## config.mk

```make
export PLATFORM = sky130hd
export DESIGN_NAME = best_fit_partition_allocator_flat
export DESIGN_NICKNAME = d
export VERILOG_FILES = /design/src/design/bfpa_pkg.sv /design/src/design/bfpa_if.sv /design/src/design/bfpa_cell.sv /design/src/design/best_fit_partition_allocator.sv /design/src/flat_wrapper.sv
export SDC_FILE = /design/constraint.sdc
export NUM_CORES = 1
export LEC_CHECK = 0
export ABC_AREA = 1
export BUFFER_PORTS_ARGS = -buffer_cell sky130_fd_sc_hd__buf_2
export CAP_MARGIN = 10
export CORE_UTILIZATION = 50
export DETAILED_ROUTE_END_ITERATION = 10
export GPL_ROUTABILITY_DRIVEN = 0
export PLACE_DENSITY = 0.65
export SLEW_MARGIN = 5
export SYNTH_ARGS = -nofsm -noshare
export SYNTH_HDL_FRONTEND = slang
export SYNTH_HIERARCHICAL = 1
export SYNTH_SLANG_ARGS = --single-unit
export TNS_END_PERCENT = 1
```

## constraint.sdc

```tcl
create_clock -name clock -period 2.6 [get_ports clock]
set_clock_uncertainty 0.05 [all_clocks]
set_input_delay 0.13 -clock clock [delete_from_list [all_inputs] [get_ports clock]]
set_output_delay 0.13 -clock clock [all_outputs]
set_load 0.03 [all_outputs]
```

## src/design/bfpa_pkg.sv

```systemverilog
// Shared types and constants for the best-fit partition allocator.
`default_nettype none
package bfpa_pkg;

   localparam int unsigned PARTITIONS_DEFAULT = 16;
   localparam int unsigned SIZE_WIDTH_DEFAULT = 16;

   localparam int unsigned SIZE_IN_WIDTH   = 16;
   localparam int unsigned INDEX_IN_WIDTH  = 4;
   localparam int unsigned INDEX_OUT_WIDTH = 4;
   localparam int unsigned COUNT_WIDTH     = 5;

   localparam logic [COUNT_WIDTH-1:0] COUNT_RESET = 5'd16;

   typedef enum logic {
      OP_LOAD     = 1'b0,
      OP_ALLOCATE = 1'b1
   } opcode_type;

   typedef enum logic [1:0] {
      ST_IDLE,
      ST_SCAN,
      ST_DELIVER
   } state_type;

   typedef struct packed {
      logic load;
      logic clear;
   } cell_ctrl_type;

endpackage
`default_nettype wire

```

## src/design/bfpa_if.sv

```systemverilog
// Request and response channel interfaces of the best-fit partition allocator.
`default_nettype none
interface bfpa_req_if;
   logic                                         valid;
   logic                                         ready;
   bfpa_pkg::opcode_type                         opcode;
   logic [bfpa_pkg::INDEX_IN_WIDTH-1:0]          partition_index;
   logic [bfpa_pkg::SIZE_IN_WIDTH-1:0]           size_value;

   modport source (output valid, opcode, partition_index, size_value, input ready);
   modport sink   (input valid, opcode, partition_index, size_value, output ready);
endinterface

interface bfpa_rsp_if;
   logic                                         valid;
   logic                                         ready;
   logic                                         granted;
   logic [bfpa_pkg::INDEX_OUT_WIDTH-1:0]         chosen_partition;

   modport source (output valid, granted, chosen_partition, input ready);
   modport sink   (input valid, granted, chosen_partition, output ready);
endinterface
`default_nettype wire

```

## src/design/bfpa_cell.sv

```systemverilog
// One partition cell: holds size and free mark, updates the passing search token.
`default_nettype none
module bfpa_cell #(
   parameter int unsigned SIZE_WIDTH = 16,
   parameter int unsigned IDX_W      = 4,
   parameter int unsigned CELL_INDEX = 0
) (
   input  logic                                 clock,
   input  logic                                 reset,
   input  bfpa_pkg::cell_ctrl_type              ctrl,
   input  logic [SIZE_WIDTH-1:0]                load_size,
   input  logic [bfpa_pkg::COUNT_WIDTH-1:0]     count,
   input  logic                                 tok_valid_i,
   input  logic [SIZE_WIDTH-1:0]                tok_req_i,
   input  logic                                 tok_found_i,
   input  logic [SIZE_WIDTH-1:0]                tok_best_size_i,
   input  logic [IDX_W-1:0]                     tok_best_idx_i,
   output logic                                 tok_valid_o,
   output logic [SIZE_WIDTH-1:0]                tok_req_o,
   output logic                                 tok_found_o,
   output logic [SIZE_WIDTH-1:0]                tok_best_size_o,
   output logic [IDX_W-1:0]                     tok_best_idx_o
);
   import bfpa_pkg::*;

   logic                  free_ff;
   logic [SIZE_WIDTH-1:0] size_ff;
   logic                  tok_valid_ff;
   logic [SIZE_WIDTH-1:0] tok_req_ff;
   logic                  tok_found_ff;
   logic [SIZE_WIDTH-1:0] tok_best_size_ff;
   logic [IDX_W-1:0]      tok_best_idx_ff;

   logic active;
   logic hit;
   logic better;

   assign active = 32'(CELL_INDEX) < 32'(count);
   assign hit    = tok_valid_i && active && free_ff && (size_ff >= tok_req_i);
   assign better = hit && (!tok_found_i || (size_ff < tok_best_size_i));

   always_ff @(posedge clock) begin
      if (reset) begin
         free_ff <= 1'b0;
      end else if (ctrl.load) begin
         free_ff <= 1'b1;
      end else if (ctrl.clear) begin
         free_ff <= 1'b0;
      end
   end

   always_ff @(posedge clock) begin
      if (ctrl.load) begin
         size_ff <= load_size;
      end
   end

   always_ff @(posedge clock) begin
      if (reset) begin
         tok_valid_ff <= 1'b0;
      end else begin
         tok_valid_ff <= tok_valid_i;
      end
   end

   always_ff @(posedge clock) begin
      tok_req_ff       <= tok_req_i;
      tok_found_ff     <= tok_found_i || hit;
      tok_best_size_ff <= better ? size_ff : tok_best_size_i;
      tok_best_idx_ff  <= better ? IDX_W'(CELL_INDEX) : tok_best_idx_i;
   end

   assign tok_valid_o     = tok_valid_ff;
   assign tok_req_o       = tok_req_ff;
   assign tok_found_o     = tok_found_ff;
   assign tok_best_size_o = tok_best_size_ff;
   assign tok_best_idx_o  = tok_best_idx_ff;

endmodule
`default_nettype wire

```

## src/design/best_fit_partition_allocator.sv

```systemverilog
// Top level of the best-fit partition allocator: cell chain, control and response register.
// A load transfer writes one partition's size and marks it free.
// An allocate transfer sends a search token down a row of PARTITIONS cells, one cell
// per cycle; each cell compares its own size with the best fit so far. The token leaves
// the last cell and is captured; then, once the response register is free, the result
// is written to it while the winning cell is marked used. The response register holds a
// result until it is taken; a new item is accepted meanwhile.
// Only partitions below csr_write_data's last written count (reset 16) take part.
`default_nettype none
module best_fit_partition_allocator #(
   parameter int unsigned PARTITIONS = bfpa_pkg::PARTITIONS_DEFAULT,
   parameter int unsigned SIZE_WIDTH = bfpa_pkg::SIZE_WIDTH_DEFAULT
) (
   input  logic                             clock,
   input  logic                             reset,
   bfpa_req_if.sink                         req_port,
   bfpa_rsp_if.source                       rsp_port,
   input  logic                             csr_write_enable,
   input  logic [bfpa_pkg::COUNT_WIDTH-1:0] csr_write_data
);
   import bfpa_pkg::*;

   localparam int unsigned IDX_W = (PARTITIONS > 1) ? $clog2(PARTITIONS) : 1;

   state_type state_ff, state_in;

   logic [COUNT_WIDTH-1:0] count_ff;

   logic                   done_found_ff;
   logic [IDX_W-1:0]       done_idx_ff;

   logic                   rsp_valid_ff;
   logic                   rsp_granted_ff;
   logic [INDEX_OUT_WIDTH-1:0] rsp_chosen_ff;

   logic [PARTITIONS:0]    tok_valid;
   logic [SIZE_WIDTH-1:0]  tok_req       [PARTITIONS+1];
   logic                   tok_found     [PARTITIONS+1];
   logic [SIZE_WIDTH-1:0]  tok_best_size [PARTITIONS+1];
   logic [IDX_W-1:0]       tok_best_idx  [PARTITIONS+1];

   cell_ctrl_type          ctrl [PARTITIONS];

   logic                   accept;
   logic                   load_fire;
   logic                   alloc_fire;
   logic                   capture;
   logic                   deliver;
   logic                   slot_free;
   logic [SIZE_WIDTH-1:0]  size_cut;

   assign accept     = req_port.valid && req_port.ready;
   assign load_fire  = accept && (req_port.opcode == OP_LOAD);
   assign alloc_fire = accept && (req_port.opcode == OP_ALLOCATE);
   assign slot_free  = !rsp_valid_ff || rsp_port.ready;
   assign size_cut   = SIZE_WIDTH'(req_port.size_value);

   always_ff @(posedge clock) begin
      if (reset) begin
         state_ff <= ST_IDLE;
      end else begin
         state_ff <= state_in;
      end
   end

   always_comb begin
      state_in       = state_ff;
      req_port.ready = 1'b0;
      capture        = 1'b0;
      deliver        = 1'b0;
      case (state_ff)
         ST_IDLE: begin
            req_port.ready = 1'b1;
            if (alloc_fire) begin
               state_in = ST_SCAN;
            end
         end
         ST_SCAN: begin
            if (tok_valid[PARTITIONS]) begin
               capture  = 1'b1;
               state_in = ST_DELIVER;
            end
         end
         ST_DELIVER: begin
            if (slot_free) begin
               deliver  = 1'b1;
               state_in = ST_IDLE;
            end
         end
         default: begin
            state_in = ST_IDLE;
         end
      endcase
   end

   always_ff @(posedge clock) begin
      if (reset) begin
         count_ff <= COUNT_RESET;
      end else if (csr_write_enable) begin
         count_ff <= csr_write_data;
      end
   end

   assign tok_valid[0]     = alloc_fire;
   assign tok_req[0]       = size_cut;
   assign tok_found[0]     = 1'b0;
   assign tok_best_size[0] = '0;
   assign tok_best_idx[0]  = '0;

   for (genvar i = 0; i < PARTITIONS; i++) begin : g_cell
      assign ctrl[i].load  = load_fire &&
                             (32'(req_port.partition_index) == 32'(i));
      assign ctrl[i].clear = deliver && done_found_ff &&
                             (32'(done_idx_ff) == 32'(i));

      bfpa_cell #(
         .SIZE_WIDTH (SIZE_WIDTH),
         .IDX_W      (IDX_W),
         .CELL_INDEX (i)
      ) u_cell (
         .clock           (clock),
         .reset           (reset),
         .ctrl            (ctrl[i]),
         .load_size       (size_cut),
         .count           (count_ff),
         .tok_valid_i     (tok_valid[i]),
         .tok_req_i       (tok_req[i]),
         .tok_found_i     (tok_found[i]),
         .tok_best_size_i (tok_best_size[i]),
         .tok_best_idx_i  (tok_best_idx[i]),
         .tok_valid_o     (tok_valid[i+1]),
         .tok_req_o       (tok_req[i+1]),
         .tok_found_o     (tok_found[i+1]),
         .tok_best_size_o (tok_best_size[i+1]),
         .tok_best_idx_o  (tok_best_idx[i+1])
      );
   end

   always_ff @(posedge clock) begin
      if (capture) begin
         done_found_ff <= tok_found[PARTITIONS];
         done_idx_ff   <= tok_best_idx[PARTITIONS];
      end
   end

   always_ff @(posedge clock) begin
      if (reset) begin
         rsp_valid_ff <= 1'b0;
      end else if (deliver) begin
         rsp_valid_ff <= 1'b1;
      end else if (rsp_port.ready) begin
         rsp_valid_ff <= 1'b0;
      end
   end

   always_ff @(posedge clock) begin
      if (deliver) begin
         rsp_granted_ff <= done_found_ff;
         rsp_chosen_ff  <= done_found_ff ? INDEX_OUT_WIDTH'(done_idx_ff) : '0;
      end
   end

   assign rsp_port.valid            = rsp_valid_ff;
   assign rsp_port.granted          = rsp_granted_ff;
   assign rsp_port.chosen_partition = rsp_chosen_ff;

   // at most one search in flight along the chain
   a_single_token : assert property (@(posedge clock) disable iff (reset)
      $countones(tok_valid) <= 1)
      else $error("more than one search token in the cell chain");

   a_exit_in_scan : assert property (@(posedge clock) disable iff (reset)
      tok_valid[PARTITIONS] |-> state_ff == ST_SCAN)
      else $error("search token left the chain outside a scan");

   a_no_grant_zero : assert property (@(posedge clock) disable iff (reset)
      (rsp_port.valid && !rsp_port.granted) |-> rsp_port.chosen_partition == '0)
      else $error("refused allocation carries a nonzero partition");

endmodule
`default_nettype wire
```

## src/flat_wrapper.sv

```systemverilog
// flat-port wrapper written by rule: the top's interface ports become plain ports
module best_fit_partition_allocator_flat import bfpa_pkg::*;
#(
   parameter int unsigned PARTITIONS = bfpa_pkg::PARTITIONS_DEFAULT,
   parameter int unsigned SIZE_WIDTH = bfpa_pkg::SIZE_WIDTH_DEFAULT
)
  (clock, reset, csr_write_enable, csr_write_data, req_port_valid, req_port_opcode, req_port_partition_index, req_port_size_value, req_port_ready, rsp_port_valid, rsp_port_granted, rsp_port_chosen_partition, rsp_port_ready);
  bfpa_req_if req_port_i ();
  bfpa_rsp_if rsp_port_i ();
  input  logic clock;
  input  logic reset;
  input  logic csr_write_enable;
  input  logic [bfpa_pkg::COUNT_WIDTH-1:0] csr_write_data;
  input wire logic [$bits(req_port_i.valid)-1:0] req_port_valid;
  input wire logic [$bits(req_port_i.opcode)-1:0] req_port_opcode;
  input wire logic [$bits(req_port_i.partition_index)-1:0] req_port_partition_index;
  input wire logic [$bits(req_port_i.size_value)-1:0] req_port_size_value;
  output wire logic [$bits(req_port_i.ready)-1:0] req_port_ready;
  output wire logic [$bits(rsp_port_i.valid)-1:0] rsp_port_valid;
  output wire logic [$bits(rsp_port_i.granted)-1:0] rsp_port_granted;
  output wire logic [$bits(rsp_port_i.chosen_partition)-1:0] rsp_port_chosen_partition;
  input wire logic [$bits(rsp_port_i.ready)-1:0] rsp_port_ready;
  assign req_port_i.valid = req_port_valid;
  assign req_port_i.opcode = req_port_opcode;
  assign req_port_i.partition_index = req_port_partition_index;
  assign req_port_i.size_value = req_port_size_value;
  assign req_port_ready = req_port_i.ready;
  assign rsp_port_valid = rsp_port_i.valid;
  assign rsp_port_granted = rsp_port_i.granted;
  assign rsp_port_chosen_partition = rsp_port_i.chosen_partition;
  assign rsp_port_i.ready = rsp_port_ready;
  best_fit_partition_allocator #(.PARTITIONS(PARTITIONS), .SIZE_WIDTH(SIZE_WIDTH)) u_core (.clock(clock), .reset(reset), .req_port(req_port_i), .rsp_port(rsp_port_i), .csr_write_enable(csr_write_enable), .csr_write_data(csr_write_data));
endmodule
```

## After elaboration in Yosys (flattened, before gate mapping)

Index checks and enable logic that the tools add are counted.

| operators by class | value |
|---|---|
| magnitude comparators | 47 |
| equal/unequal tests | 35 |
| mux-type cells | 57 |
| bitwise operators | 1 |
| reductions and logical operators | 167 |

Operator list:

| cell | count |
|---|---|
| >= comparator 16 bit | 16 |
| less-than comparator 16 bit | 15 |
| two-way mux 16 bit | 14 |
| logical AND 1 bit | 99 |
| equality test 4 bit (second input constant) | 16 |
| less-than comparator 4 x 5 -> 1 bit (first input constant) | 8 |
| two-way mux 1 bit | 39 |
| nonzero test 2 bit | 17 |
| equality test 4 x 3 -> 1 bit (second input constant) | 8 |
| logical OR 1 bit | 31 |
| less-than comparator 3 x 5 -> 1 bit (first input constant) | 4 |
| equality test 4 x 2 -> 1 bit (second input constant) | 4 |
| logical NOT 1 bit | 16 |
| less-than comparator 1 x 5 -> 1 bit (first input constant) | 2 |
| less-than comparator 2 x 5 -> 1 bit (first input constant) | 2 |
| equality test 4 x 1 -> 1 bit (second input constant) | 2 |
| logical NOT 4 bit | 2 |
| two-way mux 2 bit | 3 |
| one-hot mux 2 bit (3 select lines) | 1 |
| != test 2 bit (second input constant) | 2 |
| AND reduction 3 bit | 1 |
| equality test 2 x 1 -> 1 bit (second input constant) | 1 |
| equality test 2 bit (second input constant) | 1 |
| logical NOT 2 bit | 1 |
| 2 further kinds | 2 |

| storage, ports and cells | value |
|---|---|
| flip-flop bits (word level) | 851 |
| output and inout port bits | 7 |
| logic and storage cells | 423 |

## Longest topological paths before layout

| logic depth | value |
|---|---|
| word-level depth | 8 |
| gate-level depth with buffers | 15 |
| gate-level depth less buffers | 14 |

## Modules after synthesis

Netlist, hierarchy kept.

By module, submodules not included:

| module | times used | cells an instance | area each (µm²) | seq. area each (µm²) |
|---|---|---|---|---|
| bfpa_cell (u_core.g_cell[2].u_cell ...) | 3 | 260 | 2436.1 | 1261.2 |
| bfpa_cell (u_core.g_cell[10].u_cell) | 1 | 262 | 2461.1 | 1261.2 |
| bfpa_cell (u_core.g_cell[12].u_cell) | 1 | 260 | 2452.4 | 1261.2 |
| bfpa_cell (u_core.g_cell[9].u_cell) | 1 | 258 | 2451.1 | 1261.2 |
| bfpa_cell (u_core.g_cell[6].u_cell) | 1 | 260 | 2449.8 | 1261.2 |
| bfpa_cell (u_core.g_cell[5].u_cell) | 1 | 256 | 2427.3 | 1261.2 |
| bfpa_cell (u_core.g_cell[3].u_cell) | 1 | 255 | 2422.3 | 1261.2 |
| bfpa_cell (u_core.g_cell[15].u_cell) | 1 | 257 | 2419.8 | 1261.2 |
| bfpa_cell (u_core.g_cell[0].u_cell) | 1 | 257 | 2417.3 | 1261.2 |
| bfpa_cell (u_core.g_cell[14].u_cell) | 1 | 260 | 2416.1 | 1261.2 |
| bfpa_cell (u_core.g_cell[13].u_cell) | 1 | 258 | 2411.1 | 1261.2 |
| bfpa_cell (u_core.g_cell[1].u_cell) | 1 | 256 | 2411.1 | 1261.2 |
| bfpa_cell (u_core.g_cell[11].u_cell) | 1 | 259 | 2409.8 | 1261.2 |
| bfpa_cell (u_core.g_cell[7].u_cell) | 1 | 255 | 2386.0 | 1261.2 |
| best_fit_partition_allocator | 1 | 120 | 942.2 | 460.4 |

## Worst setup path before layout

No wires, ideal clock.

| path | value |
|---|---|
| path type | reg-to-reg |
| start point | reg u_core.state_ff[0] |
| end point | reg u_core.g_cell[10].u_cell.size_ff[0], enable pin |
| library setup time | 412 ps |
| arrival time | 2079 ps |
| data required time | 2138 ps |
| path slack | 60 ps |
| stages on the path, launching flop included | 5 |
| path buffers | 1 |
| period minus slack after synthesis | 2540 ps |
| cells stage by stage | dfxtp_1 > nor2_4 > nand3b_4 > buf_6 > nor3_1 |

RTL lines:

| item | line | source |
|---|---|---|
| from (decl) | best_fit_partition_allocator.sv:25 | `state_type state_ff, state_in;` |
| from (signal assigned) | best_fit_partition_allocator.sv:62 | `state_ff <= state_in;` |
| to (signal assigned) | bfpa_cell.sv:54 | `size_ff <= load_size;` |
| to (decl) | bfpa_cell.sv:27 | `logic [SIZE_WIDTH-1:0] size_ff;` |

## Final worst setup path

| path | value |
|---|---|
| start point | reg u_core.g_cell[4].u_cell.size_ff[15] |
| end point | reg u_core.g_cell[4].u_cell.tok_best_size_ff[6] |

| between the ends | value |
|---|---|
| word-level cells in the longest chain between the ends | 4 |
| elaborated cells on any way between the ends | 6 |
| those cells by class | 2 x order compare; 1 x mux; 3 x reduce/logical |

Ends and longest elaborated chain:

| item | line | source |
|---|---|---|
| from (decl) | bfpa_cell.sv:27 |  |
| from (signal assigned) | bfpa_cell.sv:54 |  |
| >= comparator 16 bit / less-than comparator 16 bit (equally long branches) | bfpa_cell.sv:39, bfpa_cell.sv:40 |  |
| logical AND 1 bit / logical OR 1 bit (equally long branches) | bfpa_cell.sv:39, bfpa_cell.sv:40 |  |
| logical AND 1 bit (*) | bfpa_cell.sv:40 | `assign better = hit && (!tok_found_i \|\| (size_ff < tok_best_size_i));` |
| two-way mux 16 bit (*) | bfpa_cell.sv:69 | `tok_best_size_ff <= better ? size_ff : tok_best_size_i;` |
| to (signal assigned) | bfpa_cell.sv:69 |  |
| to (decl) | bfpa_cell.sv:31 | `logic [SIZE_WIDTH-1:0] tok_best_size_ff;` |

Every way passes the cells marked *; elsewhere a longest branch is shown, timed or not.
A chain may end at the register's enable or synchronous reset.

==> run summary <==
========================================================================================
Result of the run .........................................................    completed
Share of final-layout standard cells stronger than drive strength 1 .......       0.0846
Initial drt markers .......................................................         1559
Critical path data arrival time ...........................................      2.81 ns
Antenna Diode Count .......................................................            0
Clock sink total ..........................................................          866
Top library cells by usage in the layout, fill and taps aside ............. sky130_fd_sc_hd__nand2_1 (1019), sky130_fd_sc_hd__inv_1 (719), sky130_fd_sc_hd__dfxtp_1 (600)
Met3 Wirelength ...........................................................      3150 um
DP Area ...................................................................    40400 um2
Cell area after synthesis .................................................    38900 um2
Area overhead of the layout relative to synthesis .........................        12.6%
H-tree depth ..............................................................            3
Die outline area ..........................................................    78900 um2
Clock Pin Slew Worst Setup and Hold Paths .................................      0.06 ns
Transition at the pin with the smallest max-transition slack ..............     0.668 ns
Total GRT Usage ...........................................................        0.229
Final period util .........................................................        0.910
Nature of the critical path endpoint ......................................    flip-flop
Area of the core ..........................................................    76500 um2
PwrDens ...................................................................   670 nW/um2
Sum of routed wire length over all layers .................................     88700 um
Max-capacitance violation count ...........................................            0
Number of remaining DRC errors ............................................            0
Total setup buffers inserted after CTS ....................................            0
Post-route insts no fill ..................................................         5484
Static Leak ...............................................................    0.0220 uW
Via density ...............................................................         4.90
Number of nets with antenna violations after detailed routing .............            0
Largest voltage drop on the vdd net .......................................     0.529 mV
Relative slew margins .....................................................        0.555
Cell with the most instances on the worst path ............................ sky130_fd_sc_hd__nand2_1
Mapped Avg Cell Area ......................................................     9.33 um2
Final max-slew violation count ............................................            0
Remaining global-route overflow ...........................................            0
Final number of setup-violating endpoints .................................            0
Global-route wire length before repair ....................................    140000 um
Commonest non-fill, non-tap cell in the layout ............................ sky130_fd_sc_hd__nand2_1
Sum of buffers and inverters on the critical path .........................            1
Critical-path cell list ................................................... ha_1 -> nand2_1 -> nor2_1 -> and2_1 -> nand2_1 -> clkinv_1 -> nand2_2 -> a21oi_4 -> nand2_4 -> nand2_1 -> nand2_1
Largest fanout on the critical path .......................................           17
Setup crit start kind .....................................................    flip-flop
Final core occ ............................................................        0.573
Final Cell Area ...........................................................    43800 um2
I/O pin count .............................................................           38
Total chip power ..........................................................     29400 uW
Pin count of the biggest net entering global routing ......................           37
Floorplan die width .......................................................       281 um
Root buffer cell .......................................................... sky130_fd_sc_hd__clkbuf_16
DIE HEIGHT ................................................................       281 um
CP top delay family ....................................................... simple AND/OR/NAND/NOR gates
Internal reg-to-reg setup slack ...........................................      0.23 ns
Number of warning messages in the yosys log ...............................            6
Row Count .................................................................          101
Setup total negative slack ................................................         0 ns
Syn Inst Count ............................................................         4170
Count of input and output buffers .........................................           37
Routed length on met2 .....................................................     45000 um
Topmost layer with routed signal wires ....................................         met5
Total half-perimeter wirelength after legalization and detailed placement .     66000 um
Number of global-route vias before repair .................................        26300
Clk_lat worst skew ........................................................      0.63 ns
Required time at the endpoint of the critical path ........................      3.04 ns
Maximum cell stage delay along the critical path ..........................      0.46 ns
Average wire per cell in the routed design ................................      16.2 um
CTS tree ..................................................................          yes
Final number of hold-violating endpoints ..................................            0
Total CTS buffers .........................................................           88
M1 WL .....................................................................     38200 um
Clock Tree Buf Depth ......................................................            3
Peak Freq .................................................................      423 MHz
Placed cell count .........................................................         5283
CP max stage cell ......................................................... sky130_fd_sc_hd__edfxtp_1
Number of nets in the layout ..............................................         4907
Setup repair after global routing missed its margin .......................        false
Antenna violations before repair ..........................................            7
Initial standard-cell utilization of the core .............................        0.509
Crit path time final ......................................................      2.37 ns
Via count of the routed design ............................................        26900
Setup Crit Path Kind ......................................................   reg -> reg
Length of the first detailed-routing pass in iterations ...................            5
Hold WC Path Type .........................................................    in -> reg
========================================================================================
-- area by class of cell --
class | instances | area [um2]
inverters | 743 | 2790
flip-flops and latches | 866 | 20000
clock inverters | 39 | 450
well taps | 1030 | 1290
repair buffers | 145 | 1100
fillers | 6631 | 32600
multi-input cells | 2536 | 15600
clock buffers | 125 | 2540
-- state kept, by name, summed over array words and instances (netlist names) --
signal,cells
u_core/count_ff,5
u_core/g_cell.u_cell/tok_best_idx_o,64
u_core/g_cell.u_cell/tok_best_size_o,240
u_core/rsp_port.granted,1
u_core/rsp_port.chosen_partition,4
u_core/g_cell.u_cell/free_ff,16
u_core/state_ff,2
u_core/done_idx_ff,4
u_core/done_found_ff,1
u_core/g_cell.u_cell/tok_valid_o,16
u_core/g_cell.u_cell/tok_found_o,16
u_core/g_cell.u_cell/size_ff,256
u_core/rsp_port.valid,1
u_core/g_cell.u_cell/tok_req_o,240
-- repair_timing --
action / CTS / global route
gates resized for setup: 0 / 0
hold endpoints to repair: 94 / 0
endpoints found under the setup margin: 0 / 1
hold buffers: 36 / 0
-- routing by layer --
metal  vias up  track usage
met2       455        0.418
li1      13800            -
met4         8       0.0649
met5         -            0
met3       151       0.0313
met1     12400        0.277
-- power breakdown --
part / total [uW] / switching, uW / internal (uW)
logic: 1770 / 1110 / 668
clock network: 12800 / 5240 / 7580
registers: 14800 / 337 / 14400
-- per-stage QoR --
step	hold slack [ns]	setup WS (ns)
after floorplan	0.108	0.0596
after global placement	0.284	0.255
after detailed placement	0.288	0.184
after CTS	0.00503	0.190
after global routing	0.0676	0.107
final	0.0309	0.234
-- worst register-to-register path: stages, from the launching register on --
cell and delay (ns):
sky130_fd_sc_hd__edfxtp_1 0.46, sky130_fd_sc_hd__ha_1 0.34, sky130_fd_sc_hd__nand2_1 0.08, sky130_fd_sc_hd__nor2_1 0.20, sky130_fd_sc_hd__and2_1 0.17, sky130_fd_sc_hd__nand2_1 0.05, sky130_fd_sc_hd__clkinv_1 0.05, sky130_fd_sc_hd__nand2_2 0.06
sky130_fd_sc_hd__a21oi_4 0.36, sky130_fd_sc_hd__nand2_4 0.22, sky130_fd_sc_hd__nand2_1 0.11, sky130_fd_sc_hd__nand2_1 0.09
-- worst paths after layout --
kind,from,endpoint,cells past startpoint
max,u_core/g_cell[4].u_cell/size_ff[15],u_core/g_cell[4].u_cell/tok_best_size_o[6],11
min,req_port_partition_index[2],u_core/g_cell[7].u_cell/free_ff,5
max reg2reg,u_core/g_cell[4].u_cell/size_ff[15],u_core/g_cell[4].u_cell/tok_best_size_o[6],11
min reg2reg,u_core/g_cell[7].u_cell/tok_req_o[15],u_core/g_cell[8].u_cell/tok_req_o[15],0
Note: power is estimated with default switching activity, not from simulation.
